## src/sv/bb3_pkg.sv

```systemverilog
package bb3_pkg;

  localparam int CHAN_W    = 8;
  localparam int NUM_CHANS = 3;
  localparam int PIX_W     = CHAN_W * NUM_CHANS;
  localparam int NUM_LANES = 4;
  localparam int ROW_W     = 16;
  localparam int OCOL_W    = 10;
  localparam int SUM_W     = 12;
  localparam int NUM_W     = SUM_W + 1;
  localparam int CNT_W     = 4;
  localparam int RECIP_W   = 15;
  localparam int PROD_W    = SUM_W + RECIP_W;
  localparam int RECIP_SHIFT = 16;

  // Channel positions inside a pixel word
  localparam int CH_RED   = 2;
  localparam int CH_GREEN = 1;
  localparam int CH_BLUE  = 0;

  // Lane holding the bottom-right output of the frame
  localparam logic [1:0] LANE_CORNER = 2'd3;

  // Register indexes on the configuration port
  localparam logic REG_IMAGE_WIDTH  = 1'b0;
  localparam logic REG_IMAGE_HEIGHT = 1'b1;

  localparam logic [10:0]      IMAGE_WIDTH_RESET  = 11'd1024;
  localparam logic [ROW_W-1:0] IMAGE_HEIGHT_RESET = 16'd1;

  // Reciprocals scaled by 2^16, exact for numerators below 4096
  localparam logic [RECIP_W-1:0] RECIP3 = 15'd21846;
  localparam logic [RECIP_W-1:0] RECIP9 = 15'd7282;

  typedef logic [NUM_CHANS-1:0][CHAN_W-1:0] pixel_t;

  // Index 0: two rows up, 1: one row up, 2: current row
  typedef pixel_t [2:0] column_t;

  // Index 0: two columns left, 1: one column left, 2: current column
  typedef column_t [2:0] win_t;

  typedef pixel_t [NUM_LANES-1:0] lane_px_t;

  typedef struct packed {
    logic load_sum;
    logic load_mean;
  } lane_ctrl_t;

  typedef struct packed {
    logic [NUM_LANES-1:0] mask;
    logic [ROW_W-1:0]     row;
    logic [OCOL_W-1:0]    col;
  } grp_t;

endpackage

```

## src/sv/bb3_merge.sv

```systemverilog
module bb3_merge (
  input  logic                          clk,
  input  logic                          rst,
  input  logic                          load,
  input  bb3_pkg::grp_t                 grp,
  input  bb3_pkg::lane_px_t             means,
  output logic                          can_load,
  output logic                          blur_valid,
  input  logic                          blur_ready,
  output logic [bb3_pkg::CHAN_W-1:0]    blur_red,
  output logic [bb3_pkg::CHAN_W-1:0]    blur_green,
  output logic [bb3_pkg::CHAN_W-1:0]    blur_blue,
  output logic [bb3_pkg::ROW_W-1:0]     out_row,
  output logic [bb3_pkg::OCOL_W-1:0]    out_col,
  output logic                          last_of_step,
  output logic                          frame_end
);

  logic [bb3_pkg::NUM_LANES-1:0] pending;
  logic [bb3_pkg::ROW_W-1:0]     row;
  logic [bb3_pkg::OCOL_W-1:0]    col;

  logic [1:0]                    sel;
  logic [bb3_pkg::NUM_LANES-1:0] rest;
  logic                          move;
  logic [bb3_pkg::ROW_W-1:0]     sel_row;
  logic [bb3_pkg::OCOL_W-1:0]    sel_col;

  // Lowest pending lane goes first: upper row before lower, left before right
  always_comb begin
    sel = 2'd0;
    for (int l = bb3_pkg::NUM_LANES - 1; l >= 0; l--) begin
      if (pending[l]) begin
        sel = 2'(l);
      end
    end
    rest       = pending;
    rest[sel]  = 1'b0;
    move       = (pending != '0) && (!blur_valid || blur_ready);
    can_load   = (pending == '0) || (move && rest == '0);
    sel_row    = sel[1] ? row : row - bb3_pkg::ROW_W'(1);
    sel_col    = sel[0] ? col : col - bb3_pkg::OCOL_W'(1);
  end

  always_ff @(posedge clk) begin
    if (rst) begin
      pending    <= '0;
      blur_valid <= 1'b0;
    end else begin
      if (load) begin
        pending <= grp.mask;
      end else if (move) begin
        pending <= rest;
      end
      if (move) begin
        blur_valid <= 1'b1;
      end else if (blur_ready) begin
        blur_valid <= 1'b0;
      end
    end
    if (load) begin
      row <= grp.row;
      col <= grp.col;
    end
    if (move) begin
      blur_red     <= means[sel][bb3_pkg::CH_RED];
      blur_green   <= means[sel][bb3_pkg::CH_GREEN];
      blur_blue    <= means[sel][bb3_pkg::CH_BLUE];
      out_row      <= sel_row;
      out_col      <= sel_col;
      last_of_step <= (rest == '0);
      frame_end    <= (sel == bb3_pkg::LANE_CORNER);
    end
  end

endmodule

```

## config.mk

```make
export PLATFORM = sky130hd
export DESIGN_NAME = bb3_merge
export DESIGN_NICKNAME = d
export VERILOG_FILES = /design/src/sv/bb3_pkg.sv /design/src/sv/bb3_merge.sv
export SDC_FILE = /design/constraint.sdc
export NUM_CORES = 1
export LEC_CHECK = 0
export BUFFER_PORTS_ARGS = -buffer_cell sky130_fd_sc_hd__buf_4
export CORE_MARGIN = 5
export CORE_UTILIZATION = 52
export CTS_BUF_LIST = sky130_fd_sc_hd__clkbuf_4 sky130_fd_sc_hd__clkbuf_8
export DETAILED_ROUTE_END_ITERATION = 8
export PLACE_DENSITY = 0.91
export REMOVE_ABC_BUFFERS = 1
export SETUP_SLACK_MARGIN = 0.4
export SYNTH_ARGS = -nofsm -noshare
export SYNTH_HDL_FRONTEND = slang
export SYNTH_SLANG_ARGS = --single-unit
export TNS_END_PERCENT = 30
```

## constraint.sdc

```tcl
create_clock -name clk -period 7.8 [get_ports clk]
set_input_delay 0.39 -clock clk [delete_from_list [all_inputs] [get_ports clk]]
set_output_delay 0.39 -clock clk [all_outputs]
set_load 0.02 [all_outputs]
```

==> out/qor.csv <==
metric,value,unit
result of the run,"finished, final reports clean",
final hold slack,0.228,ns
number of enable flip-flop cells after synthesis,78,
worst ir drop on vdd,0.137,mV
most frequently used flop master after synthesis,sky130_fd_sc_hd__edfxtp_1,
Worst Setup Path Type,flop to flop,
core area,7210,um^2
total setup violations reported at the end of the flow,0,
number of diodes added for antenna fixing,0,
layout overhead on the synthesized area,43.2,%
worst-case clock buffer depth,2,
fraction of layout cells with a size suffix above 1,43.1,%
capturing element type of the critical path,flop,
endpoint required time on the critical path,7.88,ns
clock transition time at the flip-flop clock pins of the worst setup and hold paths,0.08,ns
num ports,184,
area of the multi-input gates,1310,um^2
setup slack of the critical path after layout,4.80,ns
top fanout value on the critical path,35,
row count,31,
sum of negative setup slack,0,ns
kind of start point of the critical path,flop,
flip-flop and latch area,2440,um^2
vias in the first global route,3123,
post-DR wirelength/cell,18.2,um
buffers inserted during post-CTS setup optimization,0,
GP Congestion,0.875,
maximum operating frequency,0.333,GHz
half-perimeter wire length after detailed placement,8.26,mm
startpoint of the most critical register-to-register path,pending[2],
pin count of the biggest net entering global routing,57,
fraction of post-synthesis cell area in the top cell type by area,60.9,%
list of most frequent post-synthesis cells,"78 x sky130_fd_sc_hd__edfxtp_1, 32 x sky130_fd_sc_hd__nand2_1, 26 x sky130_fd_sc_hd__nor2b_1",
H-tree depth,3,
register bit total from synthesis,83,
post-synthesis cell type with the largest combined area,sky130_fd_sc_hd__edfxtp_1,
cts hold-fix bufs,0,
# clock sinks,83,
insertion delay to the later sink of the worst-skew pair,0.33,ns
post-route ant nets,0,
Crit path arrival time,3.08,ns
leftover overflow at the end of global routing,0,
reported max-cap violation count,0,
fin util,76.3,%
setup repair after global routing missed its margin,false,
first-pass detailed-route iteration total,5,
cells traversed along the worst timing path,nor2b_2 > o21bai_1 > nand3_1 > xnor2_1,
Tcrit/Tclk final,38.5,%
Final Hold Viols,0,
number of unique standard cell types used by synthesis,31,
number of violations reported at the end of detailed-routing iteration 0,154,
effective utilization at floorplan,53.3,%
clock period minus worst slack,3.00,ns
most frequently used cell type in the post-synthesis netlist,sky130_fd_sc_hd__edfxtp_1,
leading cell types by total area after synthesis,"sky130_fd_sc_hd__edfxtp_1 61%, sky130_fd_sc_hd__a221oi_1 5.5%, sky130_fd_sc_hd__o31ai_1 4.7%, sky130_fd_sc_hd__nor2b_1 4.2%, sky130_fd_sc_hd__xnor2_1 3.6%",
final wirelength,10.6,mm
summed instance area of the synthesized netlist,3850,um^2
average instance area after synthesis,12.5,um^2
Cells after Synth,308,
global-route total usage across every layer,22.3,%
"Max stage delay cell, worst path",sky130_fd_sc_hd__dfxtp_1,
number of antenna violations at the first check in global routing,0,
IO buf count,183,
hold wc startpoint,grp[21],
start point of the critical path,pending[2],
PD cells,205,nW/um^2
final net count,614,
Layout Skew,0.00664,ns
global-route wire length before repair,15.3,mm
DR DRC count,0,
transition time of the tightest slew-check pin,1.23,ns
Ys Warns,0,
Filler Cell Count,492,
path category of the worst min-delay check,input pin to flop,
"Slew Viols, Final",0,
overall power after layout,1.13,mW
setup slack at placement,4.87,ns
headroom to the max-slew limit,17.6,%
CTS tree,built,
drt via density,5.55,
total via count after detailed routing,3255,
Chip Height,96.0,um
die area,9220,um^2
"Largest stage delay, worst path",1.15,ns
part of the Yosys area used for sequential elements,63.5,%
total clock buffers created by CTS,9,
Async SR Flop Fraction,0,%
number of gates resized after cts,0,
root buffer selected by CTS,sky130_fd_sc_hd__clkbuf_8,
Die Width,96.0,um
leakage power summed over all cells,2.24,nW
==> logic make-up after synthesis <==
kind of cell	count (synthesis)	share of synthesized area (%)
fa+ha+maj	4	1.17
flops	83	63.5
compound gates	63	12.8
simple gates	106	14.3
buf+inv	28	2.73
xor+xnor	24	5.47
==> final cells by class <==
type	instances	area share (%)
flip-flops and latches	83	44.3
repair buffers	185	25.2
multi-input cells	197	23.8
clock buffers	10	2.39
well taps	99	2.25
clock inverters	6	1.64
inverters	6	0.409
==> placed cells by master, fill, tap and decap left out, drive strengths merged, types with 2 or more instances in the layout <==
master,n
buf,185
edfxtp,78
nand2,32
nor2b,26
a221oi,24
o31ai,24
xnor2,16
nor2,14
nand3,11
clkbuf,10
xor2,8
nor3,7
inv,6
a21oi,6
nor4,6
dfxtp,5
or3,5
or2,3
clkinv,3
o21ai,2
maj3,2
ha,2
bufinv,2
o2111ai,2
==> layer usage <==
layer / up-vias / part of all wire, % / global-route usage, %
met3: 40 / 8.4 / 5.00
li1: 1520 / - / -
met5: - / 0 / 0
met1: 1524 / 34 / 25.7
met2: 171 / 54 / 38.4
met4: 0 / 4.4 / 12.1
==> power by group <==
group / total (mW) / internal [mW] / leakage (nW) / switching, mW
clock network: 0.329 / 0.184 / 0.110 / 0.145
registers: 0.571 / 0.545 / 0.795 / 0.0259
logic: 0.227 / 0.109 / 1.33 / 0.118
==> state kept, by name, indices dropped and copies added (netlist names) <==
signal and count:
out_row 16, row 16, col 10, out_col 10, blur_blue 8, blur_green 8, blur_red 8, pending 4
blur_valid 1, frame_end 1, last_of_step 1
==> through the flow <==
step | cells | instance area, um^2
after floorplan | 286 | 3760
after global placement | 570 | 5290
after detailed placement | 570 | 5290
after CTS | 586 | 5510
after global routing | 586 | 5510
final | 586 | 5510
==> critical path, delay by kind of cell (launching register included) <==
family | cells | cell delay (ns)
AO/OA/AOI/OAI | 1 | 0.73
flip-flops | 1 | 1.15
AND/OR/NAND/NOR | 2 | 0.67
XOR/XNOR | 1 | 0.18
==> worst paths after layout <==
kind,endpoint,slack [ns],cells after the start
setup / recovery,out_col[7],4.80,4
hold / removal,row[11],0.23,1
setup reg to reg,out_col[7],4.80,4
hold reg to reg,out_col[9],0.57,1
Note: power is estimated with default switching activity, not from simulation.
