<file path="config.mk">
export PLATFORM = sky130hd
export DESIGN_NAME = bb3_lane
export DESIGN_NICKNAME = d
export VERILOG_FILES = /design/src/sv/bb3_pkg.sv /design/src/sv/bb3_lane.sv
export SDC_FILE = /design/constraint.sdc
export NUM_CORES = 1
export LEC_CHECK = 0
export BUFFER_PORTS_ARGS = -buffer_cell sky130_fd_sc_hd__buf_2
export CAP_MARGIN = 20
export CORE_MARGIN = 3
export CORE_UTILIZATION = 45
export DETAILED_ROUTE_END_ITERATION = 6
export GPL_ROUTABILITY_DRIVEN = 0
export GPL_TIMING_DRIVEN = 0
export MAX_ROUTING_LAYER = met4
export PLACE_DENSITY_LB_ADDON = 0.25
export SYNTH_ARGS = -nofsm -noshare
export SYNTH_HDL_FRONTEND = slang
export SYNTH_SLANG_ARGS = --single-unit
</file>
<file path="constraint.sdc">
create_clock -name clk -period 18.6 [get_ports clk]
set_input_delay 3.72 -clock clk [delete_from_list [all_inputs] [get_ports clk]]
set_output_delay 3.72 -clock clk [all_outputs]
set_load 0.02 [all_outputs]
</file>
<file path="src/sv/bb3_pkg.sv">
package bb3_pkg;

  localparam int CHAN_W    = 8;
  localparam int NUM_CHANS = 3;
  localparam int PIX_W     = CHAN_W * NUM_CHANS;
  localparam int NUM_LANES = 4;
  localparam int ROW_W     = 16;
  localparam int OCOL_W    = 10;
  localparam int SUM_W     = 12;
  localparam int NUM_W     = SUM_W + 1;
  localparam int CNT_W     = 4;
  localparam int RECIP_W   = 15;
  localparam int PROD_W    = SUM_W + RECIP_W;
  localparam int RECIP_SHIFT = 16;

  // Channel positions inside a pixel word
  localparam int CH_RED   = 2;
  localparam int CH_GREEN = 1;
  localparam int CH_BLUE  = 0;

  // Lane holding the bottom-right output of the frame
  localparam logic [1:0] LANE_CORNER = 2'd3;

  // Register indexes on the configuration port
  localparam logic REG_IMAGE_WIDTH  = 1'b0;
  localparam logic REG_IMAGE_HEIGHT = 1'b1;

  localparam logic [10:0]      IMAGE_WIDTH_RESET  = 11'd1024;
  localparam logic [ROW_W-1:0] IMAGE_HEIGHT_RESET = 16'd1;

  // Reciprocals scaled by 2^16, exact for numerators below 4096
  localparam logic [RECIP_W-1:0] RECIP3 = 15'd21846;
  localparam logic [RECIP_W-1:0] RECIP9 = 15'd7282;

  typedef logic [NUM_CHANS-1:0][CHAN_W-1:0] pixel_t;

  // Index 0: two rows up, 1: one row up, 2: current row
  typedef pixel_t [2:0] column_t;

  // Index 0: two columns left, 1: one column left, 2: current column
  typedef column_t [2:0] win_t;

  typedef pixel_t [NUM_LANES-1:0] lane_px_t;

  typedef struct packed {
    logic load_sum;
    logic load_mean;
  } lane_ctrl_t;

  typedef struct packed {
    logic [NUM_LANES-1:0] mask;
    logic [ROW_W-1:0]     row;
    logic [OCOL_W-1:0]    col;
  } grp_t;

endpackage

</file>
<file path="src/sv/bb3_lane.sv">
module bb3_lane (
  input  logic               clk,
  input  bb3_pkg::lane_ctrl_t ctrl,
  input  bb3_pkg::win_t      win,
  input  logic [1:0]         row_skip,
  input  logic [1:0]         col_skip,
  output bb3_pkg::pixel_t    mean
);

  logic [1:0]                  nrows;
  logic [1:0]                  ncols;
  logic [bb3_pkg::CNT_W-1:0]   count_next;
  logic [bb3_pkg::SUM_W-1:0]   sum [bb3_pkg::NUM_CHANS];
  logic [bb3_pkg::NUM_W-1:0]   num_next [bb3_pkg::NUM_CHANS];

  logic [bb3_pkg::CNT_W-1:0]   count;
  logic [bb3_pkg::NUM_W-1:0]   num [bb3_pkg::NUM_CHANS];

  logic [bb3_pkg::SUM_W-1:0]   div_in [bb3_pkg::NUM_CHANS];
  logic [bb3_pkg::RECIP_W-1:0] recip;
  logic                        use_mul;
  logic [bb3_pkg::PROD_W-1:0]  prod [bb3_pkg::NUM_CHANS];
  logic [bb3_pkg::CHAN_W-1:0]  shifted [bb3_pkg::NUM_CHANS];
  bb3_pkg::pixel_t             mean_next;

  // Clipped window sum; the numerator 2*sum + count rounds half up
  always_comb begin
    nrows      = 2'd3 - row_skip;
    ncols      = 2'd3 - col_skip;
    count_next = bb3_pkg::CNT_W'(nrows) * bb3_pkg::CNT_W'(ncols);
    for (int ch = 0; ch < bb3_pkg::NUM_CHANS; ch++) begin
      sum[ch] = '0;
      for (int c = 0; c < 3; c++) begin
        for (int r = 0; r < 3; r++) begin
          if (2'(c) >= col_skip && 2'(r) >= row_skip) begin
            sum[ch] = sum[ch] + bb3_pkg::SUM_W'(win[c][r][ch]);
          end
        end
      end
      num_next[ch] = {sum[ch], 1'b0} + bb3_pkg::NUM_W'(count_next);
    end
  end

  always_ff @(posedge clk) begin
    if (ctrl.load_sum) begin
      count <= count_next;
      num   <= num_next;
    end
  end

  // Divide by 2*count: powers of two shift, 6, 12 and 18 go through a reciprocal
  always_comb begin
    recip   = bb3_pkg::RECIP3;
    use_mul = 1'b1;
    for (int ch = 0; ch < bb3_pkg::NUM_CHANS; ch++) begin
      div_in[ch]  = num[ch][bb3_pkg::NUM_W-1:1];
      shifted[ch] = bb3_pkg::CHAN_W'(num[ch] >> 1);
    end
    case (count)
      4'd1: begin
        use_mul = 1'b0;
      end
      4'd2: begin
        use_mul = 1'b0;
        for (int ch = 0; ch < bb3_pkg::NUM_CHANS; ch++) begin
          shifted[ch] = bb3_pkg::CHAN_W'(num[ch] >> 2);
        end
      end
      4'd4: begin
        use_mul = 1'b0;
        for (int ch = 0; ch < bb3_pkg::NUM_CHANS; ch++) begin
          shifted[ch] = bb3_pkg::CHAN_W'(num[ch] >> 3);
        end
      end
      4'd3: begin
        recip = bb3_pkg::RECIP3;
      end
      4'd6: begin
        recip = bb3_pkg::RECIP3;
        for (int ch = 0; ch < bb3_pkg::NUM_CHANS; ch++) begin
          div_in[ch] = bb3_pkg::SUM_W'(num[ch] >> 2);
        end
      end
      4'd9: begin
        recip = bb3_pkg::RECIP9;
      end
      default: begin
        use_mul = 1'b0;
      end
    endcase
    for (int ch = 0; ch < bb3_pkg::NUM_CHANS; ch++) begin
      prod[ch]      = bb3_pkg::PROD_W'(div_in[ch]) * bb3_pkg::PROD_W'(recip);
      mean_next[ch] = use_mul ?
                      prod[ch][bb3_pkg::RECIP_SHIFT +: bb3_pkg::CHAN_W] : shifted[ch];
    end
  end

  always_ff @(posedge clk) begin
    if (ctrl.load_mean) begin
      mean <= mean_next;
    end
  end

endmodule

</file>
==> results.toml, run 1 <==
[clock_network]
cts_setup_buffers = 0
ctsResizeCount = 0
cts_max_level = 3
cts_hold_buffers = 0
cts-buffers-inserted = 9
tritoncts = "yes"
clkSinkCount = 64
clockBufferDepth = 2
cts-root-buf = "clkbuf_16"
path_clk_slew_ps = 70
clk_latency_ps = 350

[setup_path]
start_kind = "input port"
crit_type = "input port to flip-flop"
crit_path_end = "num[25]$_DFFE_PP_"
regToRegStartpoint = "count[2]$_DFFE_PP_"
rr_worst_depth = 24
critPathRequiredTime_ps = 18750
crit_arrival_ps = 14800
slowest_delay_ps = 510
end_kind = "flip-flop"
r2r_slack_ps = 10730
rr_endpoint = "mean[15]$_DFFE_PP_"
cp_max_fo = 10
crit_start = "row_skip[1]"
crit_path_top_delay_cell = "nor3_1"

[yosys]
yosysTopAreaCell = "ha_1"
synth-edff-count = 64
synthArstFlopShare_pct = 0
syn-num-nets = 3729
synth_cells = 2874
post-synth-top-count-cell = "inv_1"
synthTopCellsByArea = "ha_1, fa_1, edfxtp_1, inv_1, xnor2_1"
yosys-top-cells-count = "inv_1, ha_1, nand2_1"
synth_top_area_share_pct = 22.1
netlist_area_mm2 = 0.0236
ys_ff_latch = 64
yosysWarnings = 0
syn_area_per_cell_um2 = 8.21
yosys.cell_types.count = 96
synth_top_flop_cell = "edfxtp_1"
seq_area_frac_synth_pct = 8.14

[job]
drv_cap = 0

[detailed_routing]
routed_wl_um = 69600
detail_route.vias_per_cell = 5.45
firstDrtPassIters = 5
wl_per_cell_um = 18.1
antenna_left = 0
via_count = 20900
drcViolationCount = 0
dr.first_iter.drc_count = 1075

[placed_design]
place_worst_setup_slack_ps = 3670
hpwlAfterDp_um = 61600
io_buffer_count = 246
dp.cells = 3800

[run_status]
status = "completed"

[pwr]
p_per_area_mw_per_mm2 = 186
leakage_uw = 0.0133
ir_drop_mv = 0.170

[timing]
final_hold_viol_count = 0
fin_tns_setup_ps = 0
setup-violations-final = 0
rsz0062_at_grt = "no"
tightest_slew_ps = 1110
finalMaxSlewViolations = 0
fmaxAchievable_mhz = 68.2
fin_crit_sh_pct = 78.8
period_needed_ps = 14650
timing.slew.headroom_pct = 25.3
layout_setup_ws_ps = 3950
skew_ps = 15.1

[global_route]
antenna_found_initial = 20
grt_pass1_vias = 21300
grt_use_total_pct = 25.4
grt_max_degree = 41
grt_pass1_wl_um = 111000
overflow = 0

[finish]
fin_cells = 3837
drive_gt1_share_pct = 10.7
nets = 3987
area_delta_synth_final_pct = 10.4

[floorplanning]
core-area_mm2 = 0.0516
dieArea_mm2 = 0.0552
start_util_pct = 45.7
die_w_um = 235
top_level_ports = 247
die_h_um = 235
row_count = 83

[hold_path]
hold_path_class = "flip-flop to flip-flop"
-- worst max-delay path, delay by kind of cell --
family,cells,cell delay [ps]
buf+inv,6,1010
simple gates,13,2730
xor+xnor,6,1030
fa+ha+maj,9,3010
compound gates,18,3300
-- cell usage in the layout, fill, tap and decap left out, types with 17 or more instances in the layout --
cell,synthesis,layout
xnor2_1,113,113
a211oi_1,47,47
a21oi_1,149,149
diode_2,0,20
inv_1,493,493
edfxtp_1,64,64
nand2b_1,48,48
o21ai_0,175,175
clkbuf_1,47,47
nand3_1,23,23
mux2i_1,35,35
buf_2,4,250
nand2_1,234,234
a21o_1,75,75
and2_1,43,43
ha_1,416,416
fa_1,216,216
xor2_1,71,71
a22o_1,27,27
o21ai_1,17,17
nor2_1,224,224
nor3_1,41,41
nor2b_1,37,37
o21a_1,28,28
-- worst min-delay path by stage --
stage / end / from / cells after the start / slack, ps
after CTS: mean[22]$_DFFE_PP_ / num[7]$_DFFE_PP_ / 2 / 770
after floorplan: mean[8]$_DFFE_PP_ / num[14]$_DFFE_PP_ / 2 / 590
after detailed placement: mean[8]$_DFFE_PP_ / num[14]$_DFFE_PP_ / 2 / 760
after global placement: mean[22]$_DFFE_PP_ / num[7]$_DFFE_PP_ / 2 / 710
after global routing: mean[8]$_DFFE_PP_ / num[14]$_DFFE_PP_ / 2 / 830
final: mean[22]$_DFFE_PP_ / num[7]$_DFFE_PP_ / 2 / 770
-- power breakdown --
group	switching, µW	internal [µW]	leakage [µW]
Clock	74.3	119	0.000157
Sequential	31.4	231	0.000620
Combinational	2430	1970	0.0126
-- per-stage QoR --
step                      power [µW]  cell area [µm²]  hold WS, ps  utilization, %
final                           4860            26100          768            50.5
after global routing            5540            26100          831            50.5
after CTS                       4910            26000          773            50.4
after detailed placement        4630            25700          758            49.8
after global placement          4490            25700          711            49.8
after floorplan                 3570            23600          588               -
-- flip-flops by register name, summed over array words and instances, names as in the netlist --
register	flops
count	3
mean	24
num	37
-- kinds of logic after synthesis --
kind of cell,after synthesis,synth area share (%)
buffers and inverters,559,9.07
AO/OA/AOI/OAI,651,18.0
multiplexers,38,1.68
flip-flops,64,8.14
adder cells (fa/ha/maj),634,40.5
XOR/XNOR,196,7.93
AND/OR/NAND/NOR,732,14.7
-- per-layer routing --
layer / wire length (µm) / track usage (%) / up-vias / part of all wire [%]
met1: 29800 / 31.1 / 9928 / 43
met4: 3120 / 11.0 / 0 / 4.5
li1: - / - / 10200 / -
met2: 33200 / 42.3 / 600 / 48
met5: 0 / - / - / 0
met3: 3460 / 3.16 / 140 / 5.0
-- layout make-up --
cell class,instances,area [µm²]
repair buffers,247,1240
fillers,4878,25600
diodes,20,50.0
clock buffers,9,225
plain buffers,66,290
inverters,493,1850
well taps,680,851
clock inverters,7,103
flip-flops and latches,64,1920
multi-input cells,2251,19500
No activity file was read; power rests on OpenSTA's default activity.
==> run 2: changes to the inputs <==
==> constraint.sdc (replaced) <==
create_clock -name clk -period 14.1 [get_ports clk]
set_input_delay 2.82 -clock clk [delete_from_list [all_inputs] [get_ports clk]]
set_output_delay 2.82 -clock clk [all_outputs]
set_load 0.02 [all_outputs]
==> results.toml, run 2 (synthesized netlist as in run 1, its figures left out) <==
[global_route]
globalRouteMet2Util_pct = 42.3
grt_max_degree = 41
grt_use_total_pct = 25.4
use_met3_pct = 3.16
grtUsageMet1_pct = 31.1
antenna_found_initial = 20
grt_pass1_vias = 21300
grt_busiest_layer = "met2"
overflow = 0
grt_pass1_wl_um = 111000

[placed_design]
hpwlAfterDp_um = 61600
io_buffer_count = 246

[setup_path]
cp_max_fo = 10
crit_top_cell = "o21ai_0"
crit_buf_inv = 10
critPathTopFamily = "adder cells"
crit_path_top_delay_cell = "fa_1"
regToRegStartpoint = "count[2]$_DFFE_PP_"
crit_type = "input port to flip-flop"
crit_arrival_ps = 13650
critPathRequiredTime_ps = 14260
slowest_delay_ps = 470
start_kind = "input port"
crit_start = "col_skip[1]"
end_kind = "flip-flop"

[timing]
timing.slew.headroom_pct = 24.2
final_hold_viol_count = 0
tightest_slew_ps = 1120
period_needed_ps = 13490
fmaxAchievable_mhz = 74.1
fin_tns_setup_ps = 0
setup-violations-final = 0
skew_ps = 15.3
fin_crit_sh_pct = 95.7
finalMaxSlewViolations = 0
rsz0062_at_grt = "no"

[detailed_routing]
wl_per_cell_um = 18.1
firstDrtPassIters = 5
drcViolationCount = 0
via_count = 20900
detail_route.vias_per_cell = 5.45
antenna_left = 0
dr.first_iter.drc_count = 1177
routed_wl_um = 69600

[hold_path]
hold_path.startpoint = "num[7]$_DFFE_PP_"
hold_path_class = "flip-flop to flip-flop"

[finish]
post-route-util_pct = 50.5
fillers = 4876
largest_reg_flops = 37
regMostFlops = "num"
drive_gt1_share_pct = 10.8
reg_top3 = "num x37, mean x24, count x3"
area_delta_synth_final_pct = 10.5
mostFrequentLayoutCells = "inv_1, ha_1, buf_2"
nets = 3987
final_common_cell = "inv_1"

[pwr]
ir_drop_mv = 0.225
leakage_uw = 0.0133
p_per_area_mw_per_mm2 = 246

[floorplanning]
die_h_um = 235
row_count = 83
start_util_pct = 45.7
die_w_um = 235
dieArea_mm2 = 0.0552
core-area_mm2 = 0.0516
top_level_ports = 247

[clock_network]
clkSinkCount = 64
clk_latency_ps = 360
tritoncts = "yes"
cts_hold_buffers = 0
cts_setup_buffers = 0
cts-buffers-inserted = 9
ctsResizeCount = 0
cts-root-buf = "clkbuf_16"
cts_max_level = 3
clockBufferDepth = 2
path_clk_slew_ps = 70

[run_status]
status = "completed"

[job]
drv_cap = 0
[run 2: path summary, 6_finish.rpt]
kind	slack (ps)	depth (start not counted)	end
min reg2reg	770	2	mean[22]$_DFFE_PP_
min	770	2	mean[22]$_DFFE_PP_
max reg2reg	6210	22	mean[15]$_DFFE_PP_
max	610	47	num[25]$_DFFE_PP_
[run 2: final cells by class]
type	instances	area, µm²	share of cell area, %
Antenna cell	20	50.0	0.192
Tap cell	680	851	3.26
Clock buffer	9	225	0.864
Timing Repair Buffer	247	1240	4.74
Buffer	66	290	1.11
Inverter	493	1850	7.10
Sequential cell	64	1920	7.37
Multi-Input combinational cell	2251	19500	75.0
Clock inverter	7	103	0.393
[run 2: stage by stage]
stage | hold slack [ps] | instances | worst slack (ps) | instance area, µm² | power (µW)
finish | 768 | 3837 | 606 | 26100 | 6420
global route | 831 | 3837 | 16.4 | 26100 | 7300
CTS | 773 | 3816 | 402 | 26000 | 6470
detailed placement | 758 | 3800 | 72.0 | 25700 | 6100
global placement | 711 | 3800 | 206 | 25700 | 5920
floorplan | 588 | 2874 | 2190 | 23600 | 4710
[run 2: routing by layer]
metal	vias to the layer above	wire (µm)
li1	10200	-
met1	9939	29900
met2	591	33200
met3	140	3420
met4	0	3140
met5	-	0
[run 2: tightest hold or removal path: stages (launching register included)]
cell	delay [ps]
edfxtp_1	430
a21oi_1	100
mux2i_1	120
[run 2: where the power goes]
part	total, µW	switching [µW]	internal, µW
combinational	5810	3210	2600
clock	255	98.1	157
sequential	347	41.8	305
==> run 3: changes to the inputs <==
--- a/config.mk
+++ b/config.mk
@@ -5,11 +5,12 @@
 export SDC_FILE = /design/constraint.sdc
 export NUM_CORES = 1
 export LEC_CHECK = 0
-export BUFFER_PORTS_ARGS = -buffer_cell sky130_fd_sc_hd__buf_2
 export CAP_MARGIN = 20
+export CORE_ASPECT_RATIO = 1.4
 export CORE_MARGIN = 3
 export CORE_UTILIZATION = 45
 export DETAILED_ROUTE_END_ITERATION = 6
+export DONT_BUFFER_PORTS = 1
 export GPL_ROUTABILITY_DRIVEN = 0
 export GPL_TIMING_DRIVEN = 0
 export MAX_ROUTING_LAYER = met4
==> results.toml, run 3 (synthesized netlist as in run 1, its figures left out) <==
[hold_path]
hold_path_class = "flip-flop to flip-flop"
hold_depth = 2
hold_path.startpoint = "num[1]$_DFFE_PP_"
holdPathEnd = "mean[16]$_DFFE_PP_"

[floorplanning]
top_level_ports = 247
dieArea_mm2 = 0.0553
row_count = 98
die_w_um = 200
core-area_mm2 = 0.0515
start_util_pct = 45.8
die_h_um = 277

[timing]
fin_tns_setup_ps = 0
tightest_slew_ps = 1130
rsz0062_at_grt = "no"
finalMaxSlewViolations = 0
timing.slew.headroom_pct = 24.8
fin_crit_sh_pct = 93.8
skew_ps = 17.0
fmaxAchievable_mhz = 75.6
period_needed_ps = 13230
final_hold_viol_count = 0
setup-violations-final = 0

[run_status]
status = "completed"

[global_route]
grt_pass1_wl_um = 109000
grt_pass1_vias = 21000
antenna_found_initial = 9
grt_max_degree = 41
grt_use_total_pct = 25.8
overflow = 0

[finish]
final_common_cell = "inv_1"
area_delta_synth_final_pct = 4.72
mostFrequentLayoutCells = "inv_1, ha_1, nand2_1"
regMostFlops = "num"
fin_cells = 3550
drive_gt1_share_pct = 3.08
reg_top3 = "num x37, mean x24, count x3"
largest_reg_flops = 37
nets = 3742

[detailed_routing]
routed_wl_um = 69000
wl_per_cell_um = 19.4
antenna_left = 0
drcViolationCount = 0
dr.first_iter.drc_count = 862
detail_route.vias_per_cell = 5.54
firstDrtPassIters = 7
via_count = 19700

[placed_design]
hpwlAfterDp_um = 62400
io_buffer_count = 0
dp.cells = 3525

[setup_path]
regToRegStartpoint = "count[1]$_DFFE_PP_"
r2r_slack_ps = 6430
start_kind = "input port"
slowest_delay_ps = 490
crit_type = "input port to flip-flop"
cp_max_fo = 10
end_kind = "flip-flop"
crit_arrival_ps = 13410
rr_endpoint = "mean[15]$_DFFE_PP_"
rr_worst_depth = 23
critPathRequiredTime_ps = 14280
crit_path_top_delay_cell = "nor3_1"
crit_top_cell = "ha_1"

[pwr]
clkPwrFrac_pct = 3.3
p_per_area_mw_per_mm2 = 256
comb_power_share_pct = 90.5
switchingPower_uw = 3340
power.internal_uw = 2980
ir_drop_mv = 0.256
leakage_uw = 0.0123
switching_share_pct = 52.8
p_seq_share_pct = 6.3

[clock_network]
ctsResizeCount = 0
cts_setup_buffers = 0
cts-buffers-inserted = 9
clk_latency_ps = 370
clkSinkCount = 64
tritoncts = "yes"
cts_hold_buffers = 0
cts_max_level = 3
clockBufferDepth = 2
cts-root-buf = "clkbuf_16"
path_clk_slew_ps = 60

[job]
drv_cap = 0
## run 3: cell count changes in the layout (fill, tap and decap cells not counted), moves of 2 or more
| cell | previous run | this run |
|---|---|---|
| buf_2 | 250 | 6 |
| bufinv_16 | 2 | 0 |
| clkinv_2 | 0 | 2 |
| diode_2 | 20 | 9 |
| inv_6 | 2 | 0 |
## run 3: area by class of cell
| class | count | area (µm²) |
|---|---|---|
| Antenna cell | 9 | 22.5 |
| Clock buffer | 9 | 225 |
| Inverter | 493 | 1850 |
| Multi-Input combinational cell | 2251 | 19500 |
| Buffer | 66 | 290 |
| Fill cell | 5026 | 26800 |
| Clock inverter | 6 | 37.5 |
| Sequential cell | 64 | 1920 |
| Tap cell | 650 | 813 |
| Timing Repair Buffer | 2 | 10.0 |
## run 3: power groups by stage
| stage | registers, µW | clock network, µW | logic [µW] |
|---|---|---|---|
| finish | 395 | 205 | 5710 |
| global route | 404 | 219 | 6540 |
| CTS | 394 | 211 | 5810 |
| detailed placement | 398 | 0 | 5720 |
| global placement | 397 | 0 | 5540 |
| floorplan | 384 | 0 | 4330 |
## run 3: through the flow
step | instance area [µm²] | setup slack (ps) | util, % | power, µW | hold slack (ps)
after floorplan | 23600 | 2190 | - | 4710 | 588
after global placement | 24400 | 731 | 47.4 | 5940 | 757
after detailed placement | 24400 | 484 | 47.4 | 6120 | 775
after CTS | 24700 | 840 | 47.9 | 6410 | 780
after global routing | 24700 | 83.4 | 48.0 | 7160 | 847
final | 24700 | 871 | 48.0 | 6310 | 791
## run 3: how the worst max path moves through the flow
stage | slack, ps | startpoint | cells past startpoint | endpoint
4_1_cts | 840 | col_skip[1] | 52 | num[25]$_DFFE_PP_
5_1_grt | 80 | col_skip[1] | 51 | num[25]$_DFFE_PP_
6_report | 870 | col_skip[1] | 50 | num[25]$_DFFE_PP_
3_3_place_gp | 730 | col_skip[1] | 52 | num[25]$_DFFE_PP_
3_5_place_dp | 480 | col_skip[1] | 52 | num[25]$_DFFE_PP_
2_1_floorplan | 2190 | col_skip[1] | 52 | num[25]$_DFFE_PP_
## run 3: critical path: cells and delay by family
kind	cells	cell delay (ps)
buf+inv	6	960
xor+xnor	4	660
compound gates	16	2550
fa+ha+maj	9	2970
simple gates	15	3470
## run 3: layer usage
layer	vias to the layer above	track usage, %	part of all wire [%]
li1	9731	-	-
met1	9282	24.6	35
met2	519	48.7	54
met3	152	5.72	5.9
met4	0	11.6	5.1
met5	-	-	0
